--- config.mk ---
export PLATFORM = sky130hd
export DESIGN_NAME = aoi_mul
export DESIGN_NICKNAME = d
export VERILOG_FILES = /design/src/rtl/aoi_pkg.sv /design/src/rtl/aoi_mul.sv
export SDC_FILE = /design/constraint.sdc
export NUM_CORES = 2
export LEC_CHECK = 0
export BUFFER_PORTS_ARGS = -buffer_cell sky130_fd_sc_hd__buf_4
export CAP_MARGIN = 20
export CORE_MARGIN = 1.5
export CORE_UTILIZATION = 30
export DETAILED_ROUTE_END_ITERATION = 7
export MAX_ROUTING_LAYER = met4
export SLEW_MARGIN = 10
export SYNTH_ARGS = -nofsm -noshare
export SYNTH_HDL_FRONTEND = slang
export SYNTH_SLANG_ARGS = --single-unit
export TNS_END_PERCENT = 30
--- constraint.sdc ---
create_clock -name clk -period 7.5 [get_ports clk]
set_input_delay 0.75 -clock clk [delete_from_list [all_inputs] [get_ports clk]]
set_output_delay 0.75 -clock clk [all_outputs]
set_load 0.05 [all_outputs]
--- src/rtl/aoi_pkg.sv ---
package aoi_pkg;

	localparam int AOI_CORDIC_STEPS = 24;
	localparam int AOI_MW = 34;
	localparam int AOI_DW = 64;
	localparam int AOI_AW = 3;

	localparam logic AOI_REG_RATE = 1'b0;
	localparam logic AOI_REG_GAIN = 1'b1;

	localparam logic signed [AOI_MW-1:0] AOI_CORDIC_START = 34'sd652032874;
	localparam logic signed [AOI_MW-1:0] AOI_ONE_Q30 = 34'sd1073741824;
	localparam logic signed [AOI_MW-1:0] AOI_INV_TURN = 34'sd683565276;
	localparam logic signed [41:0] AOI_STRAIGHT_LIM = 42'sd4294967;
	localparam logic signed [23:0] AOI_SPEED_LIM = 24'sd65;

	function automatic logic signed [AOI_MW-1:0] aoi_atan(input logic [4:0] idx);
		logic signed [AOI_MW-1:0] v;
		case (idx)
			5'd0: v = 34'sd536870912;
			5'd1: v = 34'sd316933406;
			5'd2: v = 34'sd167458907;
			5'd3: v = 34'sd85004756;
			5'd4: v = 34'sd42667331;
			5'd5: v = 34'sd21354465;
			5'd6: v = 34'sd10679838;
			5'd7: v = 34'sd5340245;
			5'd8: v = 34'sd2670163;
			5'd9: v = 34'sd1335087;
			5'd10: v = 34'sd667544;
			5'd11: v = 34'sd333772;
			5'd12: v = 34'sd166886;
			5'd13: v = 34'sd83443;
			5'd14: v = 34'sd41722;
			5'd15: v = 34'sd20861;
			5'd16: v = 34'sd10430;
			5'd17: v = 34'sd5215;
			5'd18: v = 34'sd2608;
			5'd19: v = 34'sd1304;
			5'd20: v = 34'sd652;
			5'd21: v = 34'sd326;
			5'd22: v = 34'sd163;
			5'd23: v = 34'sd81;
			5'd24: v = 34'sd41;
			5'd25: v = 34'sd20;
			5'd26: v = 34'sd10;
			5'd27: v = 34'sd5;
			5'd28: v = 34'sd3;
			5'd29: v = 34'sd1;
			5'd30: v = 34'sd1;
			default: v = '0;
		endcase
		return v;
	endfunction

endpackage

--- src/rtl/aoi_mul.sv ---
module aoi_mul import aoi_pkg::*; (
	input  logic                           clk,
	input  logic signed [AOI_MW-1:0]       a,
	input  logic signed [AOI_MW-1:0]       b,
	output logic signed [2*AOI_MW-1:0]     p_q
);

	always_ff @(posedge clk) begin
		p_q <= a * b;
	end

endmodule

==> metrics.cfg <==
[run_status]
run_status = complete, but fails checks
failed_checks = negative setup slack

[min_path]
hold_path.class = in -> reg

[clock_network]
cts.root.buffer_cell = sky130_fd_sc_hd__clkbuf_16
cts-htree-levels = 3
cts.sinks = 68
clock_transition_at_the_registers_of_the_reported_paths_ns = 0.07
tritoncts = built
ctsLongestPathBuffers = 2
cts-buffers-inserted = 9

[floorplanning]
placeableCoreArea_mm2 = 0.142
die_area_mm2 = 0.146
fp.dieH_um = 382
ios = 137
initial_utilization = 0.303
die_w_um = 382
core.rowCount = 138

[route]
postRouteAntennaNets = 0
dr.first_iter.drc_count = 1293
drt_wl_total_um = 116000
drt-wirelength-per-cell_um = 16.8
routed-via-count = 30575
route.detailed.vias_per_inst = 4.45
drtPass1Iterations = 5
drc_errors = 0

[timing]
fmax_ghz = 0.132
finalHoldViolCount = 0
grt_setup_unrepaired = yes
fin_crit_ns = 7.55
worst_pin_slew_ns = 0.509
final.setup.worst_slack_ns = -0.0510
finalSetupViolations = 2
period_share = 1.01
final-max-slew-violation-count = 0
worst_hold_slack_ns = 0.945
timing.max_slew.rel_slack = 0.658

[placement]
dp.final_hpwl_um = 104000
gp_routability_congestion = 0.866
io_buffers = 136

[logic_synthesis]
synth_seq_cells = 68
netlist_instances = 4554
post_synth.cell_area_avg_um2 = 9.45
post_synth_num_cell_types = 69
ys_warn_count = 0
postSynth.asyncResetShare = 0
synth_edf_count = 0
ys_dominant_reg_cell = sky130_fd_sc_hd__dfxtp_1
mappedNetlistArea_mm2 = 0.0430
mappedNetlistNets = 6068
seq_total_area_yosys = 0.0316

[layout]
end_of_flow_core_utilization = 0.359
multi_input_gate_area_mm2 = 0.0367
largest_register = p_q
nets_final = 6478
largest_register_ffs = 68
mostFrequentLayoutCell = sky130_fd_sc_hd__inv_1
seq_area_mm2 = 0.00136
layout_common_cells = 1,209 x sky130_fd_sc_hd__inv_1, 1,196 x sky130_fd_sc_hd__fa_1, 608 x sky130_fd_sc_hd__and2_1, 538 x sky130_fd_sc_hd__nand2_1, 516 x sky130_fd_sc_hd__buf_4
reg_top3 = p_q: 68 flops
post_route_cells_drive_above_1_share = 0.164
fillerInstances = 14452
area.growth.synth_to_final_pct = 18.5

[global_routing]
gr-usage-all-layers = 0.174
grt_pass1_wl_um = 192000
antenna_found_initial = 8
global_route.overflow_total = 0
number_of_global_route_vias_before_repair = 35004
maximum_number_of_pins_on_one_net_before_global_route_repair = 31

[critical_path]
worstSetupStartpoint = a[22]
worst-endpoint-required_ns = 7.87
start_kind = input pin
critical_path_arrival_ns = 7.92
critPathMaxFanout = 8
endpoint = p_q[64]$_DFF_P_
type_of_destination_of_the_critical_path = flop
path_class = in -> reg

[run]
max_cap_viol_count = 0

-- per-stage QoR --
stage / area, um^2 / std cells / TNS, ns / setup WS, ns
after floorplan: 43200 / 4554 / -0.000646 / -0.000646
after global placement: 49300 / 6813 / -19.79 / -0.989
after detailed placement: 49300 / 6813 / -20.42 / -0.971
after CTS: 50800 / 6857 / -0.135 / -0.124
after global routing: 51000 / 6865 / -1.84 / -0.270
final: 51000 / 6866 / -0.0571 / -0.0510
-- worst min path at each step --
| stage | slack (ns) | cells after the start | endpoint | startpoint |
|---|---|---|---|---|
| after floorplan | 0.88 | 1 | p_q[0]$_DFF_P_ | a[0] |
| after global placement | 1.20 | 1 | p_q[5] | p_q[5]$_DFF_P_ |
| after detailed placement | 1.20 | 1 | p_q[27] | p_q[27]$_DFF_P_ |
| after CTS | 0.91 | 3 | p_q[0]$_DFF_P_ | a[0] |
| after global routing | 0.93 | 3 | p_q[0]$_DFF_P_ | a[0] |
| final | 0.95 | 3 | p_q[0]$_DFF_P_ | a[0] |
-- cell type report --
| class | count | share of cell area |
|---|---|---|
| sequential | 68 | 0.0267 |
| clock buffer | 13 | 0.00511 |
| timing repair buffer | 627 | 0.109 |
| inverter | 1232 | 0.0908 |
| tap | 1890 | 0.0464 |
| clock inverter | 3 | 0.000884 |
| antenna | 7 | 0.000344 |
| multi-input combinational | 3026 | 0.721 |
-- worst max-delay path: stages --
cell and delay, ns:
sky130_fd_sc_hd__buf_6 0.12, sky130_fd_sc_hd__buf_12 0.13, sky130_fd_sc_hd__and2_1 0.15, sky130_fd_sc_hd__fa_1 0.53, sky130_fd_sc_hd__inv_1 0.05, sky130_fd_sc_hd__fa_1 0.52
sky130_fd_sc_hd__inv_1 0.05, sky130_fd_sc_hd__fa_1 0.47, sky130_fd_sc_hd__inv_1 0.06, sky130_fd_sc_hd__fa_2 0.56, sky130_fd_sc_hd__inv_1 0.06, sky130_fd_sc_hd__fa_1 0.56
sky130_fd_sc_hd__fa_2 0.44, sky130_fd_sc_hd__fa_1 0.49, sky130_fd_sc_hd__inv_1 0.05, sky130_fd_sc_hd__fa_1 0.47, sky130_fd_sc_hd__inv_1 0.04, sky130_fd_sc_hd__ha_1 0.28
sky130_fd_sc_hd__a21o_1 0.20, sky130_fd_sc_hd__a31oi_2 0.16, sky130_fd_sc_hd__o41ai_2 0.10, sky130_fd_sc_hd__a21o_1 0.18, sky130_fd_sc_hd__nand2_2 0.06, sky130_fd_sc_hd__nand4b_1 0.36
sky130_fd_sc_hd__a21bo_2 0.38, sky130_fd_sc_hd__a21o_4 0.24, sky130_fd_sc_hd__a311oi_2 0.26, sky130_fd_sc_hd__xnor2_1 0.16
-- metal layers --
metal	vias up	share of wire	track usage	wire length (um)
met4	0	0.026	0.0482	3020
met1	16151	0.40	0.207	46000
li1	13639	-	-	-
met5	-	0	-	0
met2	648	0.53	0.307	61700
met3	137	0.042	0.0221	4810
-- what timing repair did --
action                                  CTS  global route
endpoints found under the setup margin   22            23
gates resized for setup                 220            43
gates cloned                              2             0
setup buffers                            28             2
pin swaps                               112            35
hold buffers                              0             0
-- kinds of logic after synthesis --
family,share of synthesized area
buf+inv,0.128
fa+ha+maj,0.637
simple gates,0.154
compound gates,0.0335
xor+xnor,0.0161
flops,0.0316
-- Yosys cell counts, drive strengths merged (8+ instances only) --
master | number | area share
and3 | 8 | 0.0013
ha | 204 | 0.059
buf | 9 | 0.0014
and2 | 623 | 0.091
xnor2 | 56 | 0.011
a21oi | 63 | 0.0075
a21o | 37 | 0.0065
nand2 | 542 | 0.047
inv | 1231 | 0.11
o21bai | 12 | 0.0021
fa | 1241 | 0.58
nand2b | 20 | 0.0029
xor2 | 23 | 0.0047
a31oi | 10 | 0.0021
nand4 | 11 | 0.0016
nor2b | 9 | 0.0013
clkbuf | 217 | 0.019
nand3 | 11 | 0.0013
dfxtp | 68 | 0.032
nor2 | 56 | 0.0050
o21ai | 41 | 0.0052
Power is not shown: default switching activity piles up to over one toggle a cycle in this logic, so the estimate is an artifact.
