File: src/rtl/aoi_pkg.sv
package aoi_pkg;

	localparam int AOI_CORDIC_STEPS = 24;
	localparam int AOI_MW = 34;
	localparam int AOI_DW = 64;
	localparam int AOI_AW = 3;

	localparam logic AOI_REG_RATE = 1'b0;
	localparam logic AOI_REG_GAIN = 1'b1;

	localparam logic signed [AOI_MW-1:0] AOI_CORDIC_START = 34'sd652032874;
	localparam logic signed [AOI_MW-1:0] AOI_ONE_Q30 = 34'sd1073741824;
	localparam logic signed [AOI_MW-1:0] AOI_INV_TURN = 34'sd683565276;
	localparam logic signed [41:0] AOI_STRAIGHT_LIM = 42'sd4294967;
	localparam logic signed [23:0] AOI_SPEED_LIM = 24'sd65;

	function automatic logic signed [AOI_MW-1:0] aoi_atan(input logic [4:0] idx);
		logic signed [AOI_MW-1:0] v;
		case (idx)
			5'd0: v = 34'sd536870912;
			5'd1: v = 34'sd316933406;
			5'd2: v = 34'sd167458907;
			5'd3: v = 34'sd85004756;
			5'd4: v = 34'sd42667331;
			5'd5: v = 34'sd21354465;
			5'd6: v = 34'sd10679838;
			5'd7: v = 34'sd5340245;
			5'd8: v = 34'sd2670163;
			5'd9: v = 34'sd1335087;
			5'd10: v = 34'sd667544;
			5'd11: v = 34'sd333772;
			5'd12: v = 34'sd166886;
			5'd13: v = 34'sd83443;
			5'd14: v = 34'sd41722;
			5'd15: v = 34'sd20861;
			5'd16: v = 34'sd10430;
			5'd17: v = 34'sd5215;
			5'd18: v = 34'sd2608;
			5'd19: v = 34'sd1304;
			5'd20: v = 34'sd652;
			5'd21: v = 34'sd326;
			5'd22: v = 34'sd163;
			5'd23: v = 34'sd81;
			5'd24: v = 34'sd41;
			5'd25: v = 34'sd20;
			5'd26: v = 34'sd10;
			5'd27: v = 34'sd5;
			5'd28: v = 34'sd3;
			5'd29: v = 34'sd1;
			5'd30: v = 34'sd1;
			default: v = '0;
		endcase
		return v;
	endfunction

endpackage

File: src/rtl/aoi_cordic.sv
module aoi_cordic import aoi_pkg::*; #(
	parameter int CORDIC_STEPS = AOI_CORDIC_STEPS
) (
	input  logic                     clk,
	input  logic                     arst_n,
	input  logic                     start,
	input  logic [31:0]              angle,
	output logic                     done,
	output logic signed [AOI_MW-1:0] sin_v,
	output logic signed [AOI_MW-1:0] cos_v
);

	localparam int CW = $clog2(CORDIC_STEPS);

	logic signed [AOI_MW-1:0] x_q;
	logic signed [AOI_MW-1:0] y_q;
	logic signed [AOI_MW-1:0] z_q;
	logic                     flip_q;
	logic [CW-1:0]            cnt_q;
	logic                     busy_q;
	logic                     done_q;
	logic [4:0]               idx;
	logic signed [AOI_MW-1:0] xs;
	logic signed [AOI_MW-1:0] ys;
	logic signed [AOI_MW-1:0] at;
	logic                     flip;
	logic [31:0]              fa;

	assign idx  = 5'(cnt_q);
	assign xs   = x_q >>> idx;
	assign ys   = y_q >>> idx;
	assign at   = aoi_atan(idx);
	assign flip = (angle[31:30] == 2'b01) || (angle[31:30] == 2'b10);
	assign fa   = flip ? (angle ^ 32'h8000_0000) : angle;

	always_ff @(posedge clk or negedge arst_n) begin
		if (!arst_n) begin
			busy_q <= 1'b0;
			done_q <= 1'b0;
			cnt_q  <= '0;
		end else begin
			done_q <= 1'b0;
			if (start) begin
				busy_q <= 1'b1;
				cnt_q  <= '0;
			end else if (busy_q) begin
				cnt_q <= cnt_q + 1'b1;
				if (cnt_q == CW'(CORDIC_STEPS - 1)) begin
					busy_q <= 1'b0;
					done_q <= 1'b1;
				end
			end
		end
	end

	always_ff @(posedge clk) begin
		if (start) begin
			x_q    <= AOI_CORDIC_START;
			y_q    <= '0;
			z_q    <= {{2{fa[31]}}, fa};
			flip_q <= flip;
		end else if (busy_q) begin
			if (!z_q[AOI_MW-1]) begin
				x_q <= x_q - ys;
				y_q <= y_q + xs;
				z_q <= z_q - at;
			end else begin
				x_q <= x_q + ys;
				y_q <= y_q - xs;
				z_q <= z_q + at;
			end
		end
	end

	assign done  = done_q;
	assign sin_v = flip_q ? -y_q : y_q;
	assign cos_v = flip_q ? -x_q : x_q;

endmodule

File: config.mk
export PLATFORM = sky130hd
export DESIGN_NAME = aoi_cordic
export DESIGN_NICKNAME = d
export VERILOG_FILES = /design/src/rtl/aoi_pkg.sv /design/src/rtl/aoi_cordic.sv
export SDC_FILE = /design/constraint.sdc
export NUM_CORES = 1
export LEC_CHECK = 0
export ABC_CLOCK_PERIOD_IN_PS = 11570
export BUFFER_PORTS_ARGS = -buffer_cell sky130_fd_sc_hd__clkbuf_2
export CORE_AREA = 2 2 178 215
export DETAILED_ROUTE_END_ITERATION = 6
export DIE_AREA = 0 0 180 217
export GPL_ROUTABILITY_DRIVEN = 0
export PLACE_DENSITY_LB_ADDON = 0.15
export SLEW_MARGIN = 0
export SYNTH_ARGS = -nofsm -noshare
export SYNTH_HDL_FRONTEND = slang
export SYNTH_SLANG_ARGS = --single-unit
File: constraint.sdc
create_clock -name clk -period 11.57 [get_ports clk]
set_input_delay 1.157 -clock clk [delete_from_list [all_inputs] [get_ports clk]]
set_output_delay 1.157 -clock clk [all_outputs]
set_load 0.03 [all_outputs]
==> impl_metrics.py <==
metrics = {
    "global_routing": {
        "grt_pass1_vias": 16700,
        "grt_max_degree": 77,
        "grt_use_total_pct": 29.3,
        "grt_pass1_wl_mm": 91.5,
        "antenna_found_initial": 0,
        "grt_overflow": 0,
    },
    "setup_path": {
        "ff2ff_setup_slack_ns": 4.16,
        "startpoint_type": "flip-flop",
        "critical-path-max-stage-delay_ns": 1.00,
        "worst_path_most_repeated_cell": "a21o_1",
        "cp_cell_sequence": "buf_4, mux4_2, a222oi_1, o22ai_1, nor3_4, ha_1, nand4_1, nor3_2, and2_1, a31oi_2, a21oi_1, xor2_1, ha_1, a21o_1, a21o_1, a21o_1, nand2_1, o211ai_1, a211o_1, nand2_1, o21ai_0, or4b_2, a21oi_1, nand4b_1",
        "critPathTopFamily": "compound AO/OA/AOI/OAI gates",
        "rr_worst_depth": 24,
        "worst_r2r_endpoint": "x_q[33]",
        "cpMaxStageDelayCell": "dfrtp_4",
        "cp_max_fo": 68,
        "critPathBufInv": 1,
        "crit_type": "flip-flop to flip-flop",
        "cp-end-kind": "flip-flop",
        "worstPathArrival_ns": 7.74,
        "rr_startpoint": "cnt_q[1]",
        "required_ns": 11.90,
    },
    "timing": {
        "final.min_clock_period_ns": 7.41,
        "setup_viol": 0,
        "slew_headroom_pct": 22.2,
        "fin_setup_tns_ns": 0,
        "rsz0062_at_grt": "no",
        "period_share_pct": 64.1,
        "skew_ns": 0.0117,
        "max_freq_mhz": 135,
        "hold_viol_final": 0,
        "tightestPinTransition_ns": 1.15,
        "final_max_slew_viol_count": 0,
    },
    "pwr": {
        "p_leak_nw": 7.96,
        "p_per_area_nw_per_um2": 359,
        "fin_total_pwr_mw": 6.79,
        "ir_worst_vdd_uv": 143,
    },
    "logic_synthesis": {
        "synth-edff-count": 35,
        "synthesis.instances": 2278,
        "synth_area_sq_um": 18200,
        "synth_nets": 2430,
        "ys_warn_count": 0,
        "synth-seq-cells": 110,
        "synthFlopType": "dfxtp_1",
        "synth_seq_area_share_pct": 14.2,
        "synth.avg_cell_area_sq_um": 8.00,
        "ys_types": 103,
        "async_flop_share_pct": 6.36,
    },
    "cts": {
        "cts-resized-gates": 0,
        "numCtsBuffers": 9,
        "cts_post_setup_buffers_inserted": 0,
        "cts_hold_buf": 0,
        "cts_tree": "yes",
        "cts.path.max_buffers": 2,
        "htree_num_levels": 3,
        "clk_latency_ns": 0.39,
        "clkSlewWorstSetupHoldPaths_ns": 0.08,
        "clock-sinks": 110,
        "root_buffer": "clkbuf_16",
    },
    "floorplanning": {
        "initial_core_util_pct": 49.0,
        "rows": 78,
        "die-height_um": 217,
        "die_area_sq_um": 39100,
        "coreArea_sq_um": 37200,
        "die_w_um": 180,
        "boundaryPins": 104,
    },
    "run_status": {
        "violations": "DRC",
        "status": "finished with violations",
    },
    "drt": {
        "routed_via_density": 6.52,
        "routedWlPerCell_um": 21.6,
        "dr_total_vias": 17700,
        "drtAntennaViolNets": 0,
        "drc": 15,
        "drtIter0Drc": 1997,
        "drt-total-wl_mm": 58.6,
        "drtPass1Iterations": 7,
    },
    "flow_run": {
        "drv_cap": 0,
    },
    "cells_and_area": {
        "n_antenna_cell": 0,
        "layout-drive-gt1-share_pct": 13.2,
        "mostFrequentLayoutCells": "nand2_1, nor2_1, xnor2_1",
        "final_common_cell": "nand2_1",
        "syn_to_final_growth_pct": 3.94,
        "num-fill-cells": 3666,
        "nets": 2384,
    },
    "placement": {
        "port-buffer-count": 103,
        "place_hpwl_mm": 43.9,
    },
    "hold_path": {
        "min_path_type": "flip-flop to flip-flop",
        "worst_hold_path.num_cells": 2,
        "worstHoldStart": "y_q[0]",
        "hold_end": "y_q[0]",
    },
}
## sequential cells by signal, indices dropped and copies added, names as in the netlist
register / count
z_q: 34
done: 1
flip_q: 1
x_q: 34
busy_q: 1
y_q: 34
cnt_q: 5
## logic make-up after synthesis
family          count (synthesis)  share of synthesized area (%)
xor+xnor                      239                           11.6
flops                         110                           14.2
simple gates                  692                           18.2
fa+ha+maj                     117                           8.16
buf+inv                       227                           5.80
compound gates                674                           24.3
mux                           219                           17.7
## layout make-up
| cell class | instances | area, sq um | area share (%) |
|---|---|---|---|
| multi-input cells | 1941 | 14600 | 77.0 |
| flip-flops and latches | 110 | 2610 | 13.8 |
| repair buffers | 125 | 683 | 3.61 |
| well taps | 480 | 601 | 3.17 |
| clock buffers | 10 | 229 | 1.21 |
| inverters | 45 | 169 | 0.892 |
| clock inverters | 6 | 70.1 | 0.370 |
## report_power, final
part,internal (mW),leakage [nW],switching (mW)
Combinational,2.39,6.79,3.09
Clock,0.170,0.147,0.166
Sequential,0.609,1.03,0.364
## layer usage
metal | routed length, um | vias to the layer above | global-route usage (%)
li1 | - | 8364 | -
met1 | 22900 | 8365 | 34.5
met2 | 27600 | 777 | 49.6
met3 | 4010 | 218 | 5.04
met4 | 4090 | 0 | 18.2
met5 | 0 | - | 0
## metrics by stage
stage	utilization [%]	setup slack (ns)	instances	hold WS (ns)	area, sq um
final	50.9	4.16	2717	0.561	18900
after global routing	50.9	3.54	2717	0.605	18900
after CTS	50.9	4.26	2717	0.570	18900
after detailed placement	50.1	4.31	2701	0.565	18600
after global placement	50.1	4.38	2701	0.542	18600
after floorplan	-	5.00	2278	0.494	18200
## tightest hold or removal path, stage by stage (launching register included)
cell and delay, ns:
dfxtp_1 0.36, nor2_1 0.11, a211oi_1 0.05
## worst max-delay path by stage
stage,startpoint,to,depth (start not counted)
2_1_floorplan,cnt_q[0],z_q[32],24
3_3_place_gp,cnt_q[0],z_q[32],21
3_5_place_dp,cnt_q[0],z_q[30],21
4_1_cts,cnt_q[0],z_q[30],21
5_1_grt,cnt_q[0],z_q[30],21
6_report,cnt_q[1],x_q[33],24
## synthesized netlist by cell type, types with 20 or more instances
| master | count | area (sq um) |
|---|---|---|
| a211oi_1 | 31 | 233 |
| a21o_1 | 56 | 420 |
| a21oi_1 | 168 | 841 |
| a31oi_1 | 29 | 181 |
| and2_1 | 23 | 144 |
| buf_1 | 24 | 90.1 |
| buf_2 | 33 | 165 |
| clkbuf_1 | 102 | 383 |
| dfxtp_1 | 68 | 1360 |
| edfxtp_1 | 35 | 1050 |
| ha_1 | 114 | 1430 |
| inv_1 | 40 | 150 |
| mux2_2 | 32 | 360 |
| mux2i_1 | 106 | 1060 |
| mux4_2 | 65 | 1460 |
| nand2_1 | 246 | 923 |
| nand2b_1 | 39 | 244 |
| nand3_1 | 35 | 175 |
| nor2_1 | 185 | 694 |
| nor2b_1 | 29 | 181 |
| nor3_1 | 25 | 125 |
| o211ai_1 | 20 | 150 |
| o21ai_0 | 158 | 791 |
| o31ai_1 | 27 | 203 |
| xnor2_1 | 170 | 1490 |
| xor2_1 | 68 | 596 |
Power figures use the tool's default switching activity.
