[src/rtl/aoi_pkg.sv]
package aoi_pkg;

	localparam int AOI_CORDIC_STEPS = 24;
	localparam int AOI_MW = 34;
	localparam int AOI_DW = 64;
	localparam int AOI_AW = 3;

	localparam logic AOI_REG_RATE = 1'b0;
	localparam logic AOI_REG_GAIN = 1'b1;

	localparam logic signed [AOI_MW-1:0] AOI_CORDIC_START = 34'sd652032874;
	localparam logic signed [AOI_MW-1:0] AOI_ONE_Q30 = 34'sd1073741824;
	localparam logic signed [AOI_MW-1:0] AOI_INV_TURN = 34'sd683565276;
	localparam logic signed [41:0] AOI_STRAIGHT_LIM = 42'sd4294967;
	localparam logic signed [23:0] AOI_SPEED_LIM = 24'sd65;

	function automatic logic signed [AOI_MW-1:0] aoi_atan(input logic [4:0] idx);
		logic signed [AOI_MW-1:0] v;
		case (idx)
			5'd0: v = 34'sd536870912;
			5'd1: v = 34'sd316933406;
			5'd2: v = 34'sd167458907;
			5'd3: v = 34'sd85004756;
			5'd4: v = 34'sd42667331;
			5'd5: v = 34'sd21354465;
			5'd6: v = 34'sd10679838;
			5'd7: v = 34'sd5340245;
			5'd8: v = 34'sd2670163;
			5'd9: v = 34'sd1335087;
			5'd10: v = 34'sd667544;
			5'd11: v = 34'sd333772;
			5'd12: v = 34'sd166886;
			5'd13: v = 34'sd83443;
			5'd14: v = 34'sd41722;
			5'd15: v = 34'sd20861;
			5'd16: v = 34'sd10430;
			5'd17: v = 34'sd5215;
			5'd18: v = 34'sd2608;
			5'd19: v = 34'sd1304;
			5'd20: v = 34'sd652;
			5'd21: v = 34'sd326;
			5'd22: v = 34'sd163;
			5'd23: v = 34'sd81;
			5'd24: v = 34'sd41;
			5'd25: v = 34'sd20;
			5'd26: v = 34'sd10;
			5'd27: v = 34'sd5;
			5'd28: v = 34'sd3;
			5'd29: v = 34'sd1;
			5'd30: v = 34'sd1;
			default: v = '0;
		endcase
		return v;
	endfunction

endpackage

[src/rtl/aoi_div.sv]
module aoi_div import aoi_pkg::*; (
	input  logic                     clk,
	input  logic                     arst_n,
	input  logic                     start,
	input  logic signed [AOI_DW-1:0] dividend,
	input  logic signed [AOI_DW-1:0] divisor,
	output logic                     done,
	output logic signed [AOI_DW-1:0] quot
);

	localparam int CW = $clog2(AOI_DW);

	logic [AOI_DW-1:0] rem_q;
	logic [AOI_DW-1:0] quo_q;
	logic [AOI_DW-1:0] dvs_q;
	logic              neg_q;
	logic [CW-1:0]     cnt_q;
	logic              busy_q;
	logic              done_q;
	logic [AOI_DW:0]   trial;
	logic              fits;

	assign trial = {rem_q, quo_q[AOI_DW-1]};
	assign fits  = trial >= {1'b0, dvs_q};

	always_ff @(posedge clk or negedge arst_n) begin
		if (!arst_n) begin
			busy_q <= 1'b0;
			done_q <= 1'b0;
			cnt_q  <= '0;
		end else begin
			done_q <= 1'b0;
			if (start) begin
				busy_q <= 1'b1;
				cnt_q  <= '0;
			end else if (busy_q) begin
				cnt_q <= cnt_q + 1'b1;
				if (cnt_q == CW'(AOI_DW - 1)) begin
					busy_q <= 1'b0;
					done_q <= 1'b1;
				end
			end
		end
	end

	always_ff @(posedge clk) begin
		if (start) begin
			rem_q <= '0;
			quo_q <= dividend[AOI_DW-1] ? -dividend : dividend;
			dvs_q <= divisor[AOI_DW-1] ? -divisor : divisor;
			neg_q <= dividend[AOI_DW-1] ^ divisor[AOI_DW-1];
		end else if (busy_q) begin
			rem_q <= fits ? AOI_DW'(trial - {1'b0, dvs_q}) : trial[AOI_DW-1:0];
			quo_q <= {quo_q[AOI_DW-2:0], fits};
		end
	end

	assign done = done_q;
	assign quot = neg_q ? -quo_q : quo_q;

endmodule

[config.mk]
export PLATFORM = sky130hd
export DESIGN_NAME = aoi_div
export DESIGN_NICKNAME = d
export VERILOG_FILES = /design/src/rtl/aoi_pkg.sv /design/src/rtl/aoi_div.sv
export SDC_FILE = /design/constraint.sdc
export NUM_CORES = 1
export LEC_CHECK = 0
export ABC_AREA = 1
export BUFFER_PORTS_ARGS = -buffer_cell sky130_fd_sc_hd__buf_2
export CAP_MARGIN = 20
export CORE_ASPECT_RATIO = 1.4
export CORE_MARGIN = 1
export CORE_UTILIZATION = 45
export CTS_CLUSTER_DIAMETER = 200
export DETAILED_ROUTE_END_ITERATION = 7
export SYNTH_ARGS = -nofsm -noshare
export SYNTH_HDL_FRONTEND = slang
export SYNTH_SLANG_ARGS = --single-unit
export TNS_END_PERCENT = 100
[constraint.sdc]
create_clock -name clk -period 9.2 [get_ports clk]
set_input_delay 0 -clock clk [delete_from_list [all_inputs] [get_ports clk]]
set_output_delay 0 -clock clk [all_outputs]
set_load 0.03 [all_outputs]
==> results.txt, run 1 <==
CTS tree: done
Crit Path Class: flop to output pin
sequential share of the synthesized area: 26.4%
max-slew violations: 0
sequence of cells on the critical path: inv_1 -> ha_1 -> nand3_1 -> nor2_2 -> nand2_1 -> nor2_1 -> nand3_1 -> nor2_1 -> a31oi_1 -> o21ai_0 -> nand2_1 -> buf_2
Top Ports: 196
GR Util met3: 4.31%
Die Span X: 181 µm
Hold Crit Class: primary input to flop
global-route wire length before repair: 120000 µm
die height: 253 µm
Worst Setup End Kind: output pin
Max Cap Viol: 0
Worst-Skew Late Latency: 0.56 ns
die area: 0.0460 mm²
cell count after synthesis: 3332
share of cells above drive strength 1: 9.70%
Crit Path Max Fanout: 5
area leader, netlist: nand2_1
Port Buffer Count: 195
CTS Sinks: 201
initial antenna violation count: 4
WP data arrival: 3.64 ns
Cell Area, Synth: 0.0203 mm²
CTS Buf Count: 24
Pwr Density: 123 mW/mm²
vias: 22070
syn_nets: 3532
CP top delay family: simple AND/OR/NAND/NOR gates
CP startpoint kind: flop
Least-Margin Pin Slew: 0.997 ns
Clock transition at path regs: 0.06 ns
Worst EP required: 9.20 ns
status: finished, final reports clean
Top Usage Layer GRT: met2
CTS Root Buffer Type: clkbuf_16
hpwl dp: 64100 µm
number of global-route vias before repair: 21887
YS warnings: 0
register area: 0.00536 mm²
Register-to-Register Setup Slack: 5.58 ns
RSZ-0062 raised after global routing: no
initial core utilization: 45.8%
Via density: 5.25
Area growth syn-to-layout: 17.3%
Area contributors post-synth: nand2_1, edfxtp_1, inv_1, nor2_1, dfxtp_1
Worst Skew: 0.0225 ns
fmax: 0.275 GHz
max_slew headroom: 33.4%
Final Hold Fails: 0
final net count: 3823
global route total overflow: 0
setup TNS: 0 ns
H-tree lvl count: 1
GRT Resource Usage Total: 34.4%
CP max stage delay: 0.47 ns
Post-synth EDFFs: 129
M2 GR Usage: 64.4%
period utilisation layout: 39.5%
async set-reset flop share out of synthesis: 3.98%
worst IR drop on VDD: 130 µV
register bit total from synthesis: 201
Post-CTS Setup Inserts: 0
Core Area: 0.0443 mm²
Mean Syn Cell Area: 6.09 µm²
DRC Markers: 0
Yosys cell types: 46
Pleak: 12.0 nW
fillers: 4554
top cell type's share of synthesized area: 19.5%
final antenna-violating net count: 0
drt wl/cell: 18.8 µm
fin crit period: 3.64 ns
DRT Wirelength: 79000 µm
M1 GR Usage: 35.4%
1st-pass router iterations: 6
slowest stage cell, crit path: edfxtp_1
area of the multi-input gates: 0.0122 mm²
CTS max path bufs: 3
setup violators final: 0
largest net degree at the start of global routing: 104
top_reg_cell synth: edfxtp_1
Bufs and invs on worst path: 2
Initial DRC Count: 1467
Final Wtd Congestion: 1.09
# rows: 91
Final Power: 2.94 mW
stage by stage:
step	instances	hold slack, ns	utilization (%)	instance area, µm²	setup WS, ns
2_1_floorplan	3332	-0.296	-	20300	5.95
3_3_place_gp	4024	-0.151	49.0	21700	5.70
3_5_place_dp	4024	-0.147	49.0	21700	5.64
4_1_cts	4199	0.00882	53.7	23800	5.63
5_1_grt	4202	0.0397	53.7	23800	5.29
6_report	4203	0.0344	53.7	23800	5.56
power by group:
part,switching [mW],internal (mW),leakage (nW),total (mW)
registers,0.0488,1.04,1.96,1.09
clock network,0.425,0.553,0.397,0.977
logic,0.592,0.277,9.68,0.869
registers in the layout, summed over array words and instances (netlist names):
name    count
busy_q      1
done        1
neg_q       1
rem_q      64
quo_q      64
cnt_q       6
dvs_q      64
path summary, 6_finish.rpt:
kind | endpoint | from | cells past startpoint
worst max-delay path | quot[46] | quo_q[0] | 12
worst min-delay path | quo_q[48] | dividend[48] | 4
worst min register to register | rem_q[50] | rem_q[50] | 2
worst max register to register | rem_q[48] | quo_q[63] | 16
max in group asynchronous | cnt_q[1] | arst_n | 3
min in group asynchronous | cnt_q[3] | arst_n | 3
repair_timing:
item | CTS | global route
hold buffers | 131 | 0
gates resized for setup | 0 | 0
hold endpoints to repair | 152 | 0
logic make-up after synthesis:
logic type	count (synthesis)	share of synthesized area (%)
simple gates	1917	40.9
flops	201	26.4
xor+xnor	182	7.85
buf+inv	700	13.6
fa+ha+maj	69	4.29
compound gates	263	6.92
worst register-to-register path, delay by kind of cell, from the launching register on:
family | cells | cell delay [ns]
buffers and inverters | 2 | 0.58
flip-flops | 1 | 0.59
AND/OR/NAND/NOR | 13 | 2.03
adder cells (fa/ha/maj) | 1 | 0.35
cells in the final DEF (no fill, tap or decap), drive strengths merged:
cell	netlist	final
a21oi	74	74
a22o	1	1
a31oi	13	13
and2	5	5
and3	1	1
and3b	1	1
buf	38	209
bufinv	0	1
clkbuf	37	30
clkinv	7	17
clkinvlp	0	1
dfrtp	8	8
dfxtp	64	64
diode	0	4
dlygate4sd3	0	131
edfxtp	129	129
fa	1	1
ha	68	68
inv	618	620
nand2	1067	1067
nand3	260	260
nand3b	42	42
nand4	87	87
nor2	376	376
nor3	48	48
nor3b	3	3
nor4	19	19
o211ai	3	3
o21ai	157	157
o21bai	9	9
o22ai	1	1
o31ai	5	5
or2	8	8
xnor2	57	57
xor2	125	125
layer usage:
metal | share of wire [%] | vias up
met5 | 0.016 | -
li1 | - | 11028
met3 | 5.0 | 234
met4 | 7.6 | 2
met2 | 51 | 760
met1 | 37 | 10046
cells in the mapped netlist, types with 2 or more instances:
cell      instances
nand3_2          12
a21oi_2           3
clkbuf_1         37
nor2_2           22
a31oi_1          13
nor3_2            4
xor2_1          125
nand4_1          87
o21bai_1          9
o31ai_1           4
buf_2             4
edfxtp_1        129
ha_1             68
nor2_4           11
buf_1            14
and2_1            4
nand2_1        1052
o21ai_2           2
buf_6            14
dfxtp_1          64
nor3b_1           3
or2_2             7
nor4_1           19
o211ai_1          3
a21oi_1          71
inv_2            21
nor3_1           44
o21ai_1          33
nor2_1          343
buf_4             6
dfrtp_1           8
inv_1           597
nand3_1         248
nand2_2          15
o21ai_0         122
xnor2_1          57
clkinv_1          7
nand3b_1         42
layout make-up:
type | count | area share [%]
multi-input combinational | 2431 | 51.2
sequential | 201 | 22.5
inverter | 625 | 9.86
clock buffer | 30 | 2.83
tap | 558 | 2.93
timing repair buffer | 340 | 10.1
clock inverter | 14 | 0.489
antenna | 4 | 0.0421
(Power assumes the default switching activity.)
==> run 2, diff against run 1 <==
- PLACE_DENSITY: default -> 0.66
- clock period: 9.2 -> 3.1 ns (I/O delays scaled with it)
==> run 2 against run 1 <==
Count of clock-buffer cells in the layout fell by 1. Combinational power rose to 3.0 times the previous value. Highest routed layer unchanged. Clock skew rose by 0.0027 ns. Global-route usage fell by 1.5 points. Critical path depth fell by 4. Worst setup slack got worse by 5.5 ns. Critical path type unchanged. Hold slack improved by 0.052 ns. Cell count rose by 0.33%. Sequential share of layout area fell by 0.17 points. Largest cell class unchanged. Power rose to 2.9 times the previous value. Via count fell by 1.1%. Largest power group unchanged.
==> results.txt, run 2 (same netlist as run 1, synthesis figures left out) <==
worst IR drop on VDD: 331 µV (+150%)
die area: 0.0460 mm² (unchanged)
slowest stage cell, crit path: edfxtp_1
Pwr Density: 359 mW/mm² (+190%)
WP data arrival: 2.99 ns (-0.65 ns)
DRT Wirelength: 75900 µm (-3.9%)
CP Depth: 8 (-4)
Final Hold Fails: 0 (unchanged)
global-route wire length before repair: 116000 µm (-3.4%)
final net count: 3837 (+0.37%)
CTS Buf Count: 23 (-4.2%)
vias: 21819 (-1.1%)
Area growth syn-to-layout: 18.1%
# rows: 91 (unchanged)
Worst-Skew Late Latency: 0.55 ns (about the same)
worst r2r path cells: 15 (-1)
status: finished, final reports clean
RSZ-0062 raised after global routing: no
period utilisation layout: 96.6%
CTS tree: done
max-slew violations: 0 (unchanged)
hpwl dp: 61600 µm (-3.9%)
most frequent cells in the layout: nand2_1, inv_1, nor2_1
CTS max path bufs: 3 (unchanged)
Least-Margin Pin Slew: 0.895 ns (-0.103 ns)
Worst EP required: 3.10 ns (-6.10 ns)
1st-pass router iterations: 7 (+1)
die height: 253 µm (unchanged)
H-tree lvl count: 1 (unchanged)
Worst Setup End Kind: output pin
largest net degree at the start of global routing: 66 (-37%)
global route total overflow: 0 (unchanged)
fin crit period: 2.99 ns
Port Buffer Count: 195 (unchanged)
fmax: 0.334 GHz
Crit Path Class: flop to output pin
Pleak: 12.1 nW (+0.43%)
CTS Sinks: 201 (unchanged)
Top Ports: 196 (unchanged)
CP top delay family: simple AND/OR/NAND/NOR gates
Hold Crit Class: primary input to flop
initial antenna violation count: 6 (+2)
commonest non-fill, non-tap cell in the layout: nand2_1
Core Area: 0.0443 mm² (unchanged)
Crit Path Max Fanout: 5 (unchanged)
setup TNS: 0 ns (unchanged)
sequence of cells on the critical path: nor3_1 -> nand4_1 -> nor2_1 -> buf_4 -> a31oi_1 -> a21oi_1 -> xor2_1 -> buf_2
max_slew headroom: 40.4% (+7.0 points)
largest registers: dvs_q: 64 flops, quo_q: 64 flops, rem_q: 64 flops
Final Power: 8.62 mW (+190%)
drt wl/cell: 18.0 µm (-4.2%)
Via density: 5.17 (-1.5%)
Worst Skew: 0.0252 ns (+0.00273 ns)
CP startpoint kind: flop
Initial DRC Count: 1363 (-7.1%)
GRT Resource Usage Total: 32.9% (-1.5 points)
DRC Markers: 0 (unchanged)
setup violators final: 0 (unchanged)
hold depth: 4 (unchanged)
share of cells above drive strength 1: 10.2% (+0.49 points)
Final Wtd Congestion: 1.05 (-4.5%)
Bufs and invs on worst path: 2 (unchanged)
CTS Root Buffer Type: clkbuf_16
CP max stage delay: 0.47 ns (about the same)
Die Span X: 181 µm (unchanged)
number of global-route vias before repair: 21898 (+0.050%)
initial core utilization: 45.8% (unchanged)
final antenna-violating net count: 0 (unchanged)
Max Cap Viol: 0 (unchanged)
Clock transition at path regs: 0.06 ns (about the same)
[run 2: cell type report]
type                       count  area, µm²
inverter                     625       2350
timing repair buffer         355       2560
multi-input combinational   2431      12300
clock buffer                  29        598
fill                        4615      20300
tap                          558        698
antenna                        5       12.5
sequential                   201       5360
clock inverter                13        148
[run 2: path summary, 6_finish.rpt]
kind	from	slack, ns	end
setup / recovery	quo_q[4]	0.11	quot[57]
hold / removal	divisor[63]	0.09	dvs_q[58]
setup reg to reg	quo_q[63]	0.28	rem_q[50]
hold reg to reg	rem_q[31]	0.47	rem_q[31]
max in group asynchronous	arst_n	2.37	cnt_q[4]
min in group asynchronous	arst_n	0.46	cnt_q[5]
[run 2: through the flow]
stage | hold slack, ns | cells | setup slack [ns] | instance area, µm² | util (%)
final | 0.0859 | 4217 | 0.107 | 24000 | 54.1
after floorplan | -0.296 | 3332 | 0.888 | 20300 | -
after CTS | 0.0554 | 4208 | 0.0303 | 23900 | 53.9
after detailed placement | -0.149 | 4034 | 0.362 | 21800 | 49.2
after global placement | -0.145 | 4034 | 0.392 | 21800 | 49.2
after global routing | 0.0877 | 4217 | 0.0122 | 24000 | 54.1
[run 2: worst min-delay path, cell delays in order]
cell and delay [ns]:
buf_2 0.09, inv_1 0.19, nand2_1 0.12, nand2_1 0.05
[run 2: metal layers]
| metal | vias up | share of wire, % | track usage [%] | routed length (µm) |
|---|---|---|---|---|
| met4 | 2 | 8.6 | 25.2 | 6570 |
| li1 | 11062 | - | - | - |
| met5 | - | 0.021 | 0 | 16 |
| met2 | 692 | 50 | 60.8 | 37800 |
| met1 | 9799 | 37 | 33.7 | 27700 |
| met3 | 264 | 5.0 | 4.13 | 3770 |
[run 2: power breakdown]
part           leakage (nW)  internal [mW]  switching (mW)
Sequential             1.96           3.09           0.140
Clock                 0.354           1.62            1.18
Combinational          9.77          0.834            1.74
Total                  12.1           5.55            3.07
[run 2: timing repair]
item | 4_1_cts | 5_1_grt
hold buffers | 132 | 0
resized for setup | 8 | 11
buffers inserted | 0 | 4
hold endpoints to repair | 136 | 0
endpoints found under the setup margin | 11 | 12
pin swaps | 1 | 4
cloned | 0 | 0
==> run 3, diff against run 2 <==
- HOLD_SLACK_MARGIN: default -> 0.15
==> run 3 against run 2 <==
Hold slack better by 0.10 ns. Power up 0.70%. Via count up 0.77%. Non-clock buffer count up 32. Fmax down 0.37%. Clock skew down 0.0026 ns. Cell count up 0.76%. Core utilization up 0.77 points. Clock power about the same. Count of clock-buffer cells in the layout unchanged. Critical path depth unchanged. Sequential cell count unchanged.
==> results.txt, run 3 (same netlist as run 1, synthesis figures left out) <==
die height: 253 µm (unchanged)
fillers: 4588 (-0.59%)
max_slew headroom: 39.4% (-0.99 points)
vias: 21986 (+0.77%)
Area growth syn-to-layout: 19.8%
Hold Path End: neg_q
Worst Hold Launch: divisor[63]
Final Hold Fails: 0 (unchanged)
final net count: 3869 (+0.83%)
worst IR drop on VDD: 331 µV (about the same)
Cell Count, Final, Fillers Out: 4249 (+0.76%)
initial antenna violation count: 6 (unchanged)
Core Area: 0.0443 mm² (unchanged)
register area: 0.00536 mm² (unchanged)
RSZ-0062 raised after global routing: yes
initial core utilization: 45.8% (unchanged)
slowest stage cell, crit path: edfxtp_1
Die Span X: 181 µm (unchanged)
final core utilization: 54.9% (+0.77 points)
commonest non-fill, non-tap cell in the layout: nand2_1
Initial DRC Count: 1490 (+9.3%)
Crit Path Max Fanout: 4 (-1)
final setup margin: 0.0954 ns (-0.0112 ns)
Pwr Density: 357 mW/mm² (-0.71%)
setup violators final: 0 (unchanged)
Worst EP required: 3.10 ns (about the same)
Hold Crit Class: primary input to flop
Top Ports: 196 (unchanged)
RR Startpoint: quo_q[63]
largest net degree at the start of global routing: 66 (unchanged)
setup TNS: 0 ns (unchanged)
CTS Buf Count: 23 (unchanged)
hpwl dp: 61600 µm (unchanged)
Final Wtd Congestion: 1.05 (unchanged)
GRT Resource Usage Total: 33.0% (+0.065 points)
1st-pass router iterations: 6 (-1)
die area: 0.0460 mm² (unchanged)
Placed Cells: 4034 (unchanged)
most frequent cells in the layout: nand2_1, inv_1, nor2_1
area of the multi-input gates: 0.0123 mm² (+0.18%)
sequence of cells on the critical path: nor3_2 -> nand4_1 -> nor2_1 -> a21oi_1 -> nor2_1 -> nand3_1 -> xor2_1 -> buf_2
largest registers: dvs_q: 64 flops, quo_q: 64 flops, rem_q: 64 flops
CP top delay family: simple AND/OR/NAND/NOR gates
worst r2r path cells: 15 (unchanged)
Worst Setup End Kind: output pin
Port Buffer Count: 195 (unchanged)
global-route wire length before repair: 117000 µm (+0.29%)
clock power share: 32.4% (-0.2 points)
switching share of power: 35.6% (-0.052 points)
hold depth: 3 (-1)
Switch Pwr: 3.09 mW (+0.55%)
combinational share of power: 30.3% (+0.4 points)
CP startpoint kind: flop
CTS Root Buffer Type: clkbuf_16
Pleak: 12.2 nW (+1.0%)
Final Power: 8.68 mW (+0.70%)
DRC Markers: 0 (unchanged)
Worst Skew: 0.0226 ns (-0.00263 ns)
CTS tree: done
WP data arrival: 3.00 ns (about the same)
fmax: 0.333 GHz (-0.37%)
CP max stage delay: 0.43 ns (-0.04 ns)
Bufs and invs on worst path: 1 (-1)
CTS Sinks: 201 (unchanged)
CTS max path bufs: 3 (unchanged)
status: finished, final reports clean
period utilisation layout: 96.9% (+0.36 points)
max-slew violations: 0 (unchanged)
fin crit period: 3.00 ns (+0.0112 ns)
DRT Wirelength: 76300 µm (+0.46%)
H-tree lvl count: 1 (unchanged)
global route total overflow: 0 (unchanged)
Crit Path Class: flop to output pin
Max Cap Viol: 0 (unchanged)
dpl ws: 0.362 ns (unchanged)
Clock transition at path regs: 0.06 ns (about the same)
# rows: 91 (unchanged)
Reg power frac: 37.3% (-0.2 points)
cell-internal power: 5.59 mW (+0.78%)
Least-Margin Pin Slew: 0.909 ns (+0.0148 ns)
number of global-route vias before repair: 22057 (+0.73%)
most used cell, CP: nor2_1
drt wl/cell: 17.9 µm (-0.30%)
R2R Path End: rem_q[50]
Worst-Skew Late Latency: 0.55 ns (about the same)
Via density: 5.17 (about the same)
share of cells above drive strength 1: 10.2% (+0.020 points)
final antenna-violating net count: 0 (unchanged)
Register-to-Register Setup Slack: 0.29 ns (about the same)
## run 3: changes by cell type in the layout (fill, tap and decap cells not counted), sizes merged
cell,previous run,this run
buf,223,224
dlygate4sd3,132,163
## run 3: area by class of cell
class / instances / share of cell area (%)
multi-input combinational: 2431 / 50.5
sequential: 201 / 22.0
timing repair buffer: 387 / 11.8
inverter: 625 / 9.65
tap: 558 / 2.87
clock buffer: 29 / 2.46
clock inverter: 13 / 0.607
antenna: 5 / 0.0515
## run 3: repair_timing
| action | in CTS | in global routing |
|---|---|---|
| endpoints found under the hold margin | 144 | 0 |
| setup buffers | 0 | 5 |
| hold buffers | 163 | 0 |
| setup endpoints to repair | 11 | 14 |
| pin swaps | 1 | 5 |
| resized for setup | 8 | 18 |
## run 3: worst max path at each step
stage	start	end	slack, ns	depth (start not counted)
3_3_place_gp	quo_q[63]	rem_q[60]	0.39	15
6_report	quo_q[2]	quot[61]	0.1	8
3_5_place_dp	quo_q[63]	rem_q[60]	0.36	15
4_1_cts	quo_q[0]	quot[48]	0.03	13
5_1_grt	dividend[6]	quo_q[60]	0.007	17
2_1_floorplan	busy_q	quo_q[0]	0.89	4
## run 3: power by group through the flow
| stage | clock network [mW] | registers [mW] | logic (mW) |
|---|---|---|---|
| after global placement | 0 | 3.28 | 2.40 |
| after floorplan | 0 | 3.24 | 1.61 |
| after CTS | 2.85 | 3.23 | 2.59 |
| after global routing | 2.95 | 3.25 | 2.86 |
| after detailed placement | 0 | 3.28 | 2.39 |
| final | 2.81 | 3.23 | 2.63 |
## run 3: per-stage QoR
| stage | area (µm²) | hold slack (ns) |
|---|---|---|
| global placement | 21800 | -0.145 |
| detailed placement | 21800 | -0.149 |
| global route | 24300 | 0.185 |
| finish | 24300 | 0.187 |
| floorplan | 20300 | -0.296 |
| CTS | 24200 | 0.153 |
## run 3: per-layer routing
layer	wire length [µm]	GRT usage, %
met3	3520	4.01
met2	38100	61.1
met5	13	0
met4	6680	25.4
met1	27900	33.6
## run 3: tightest hold or removal path: cells and delay by family
kind,cells,cell delay [ns]
buffers and inverters,2,0.39
XOR/XNOR,1,0.21
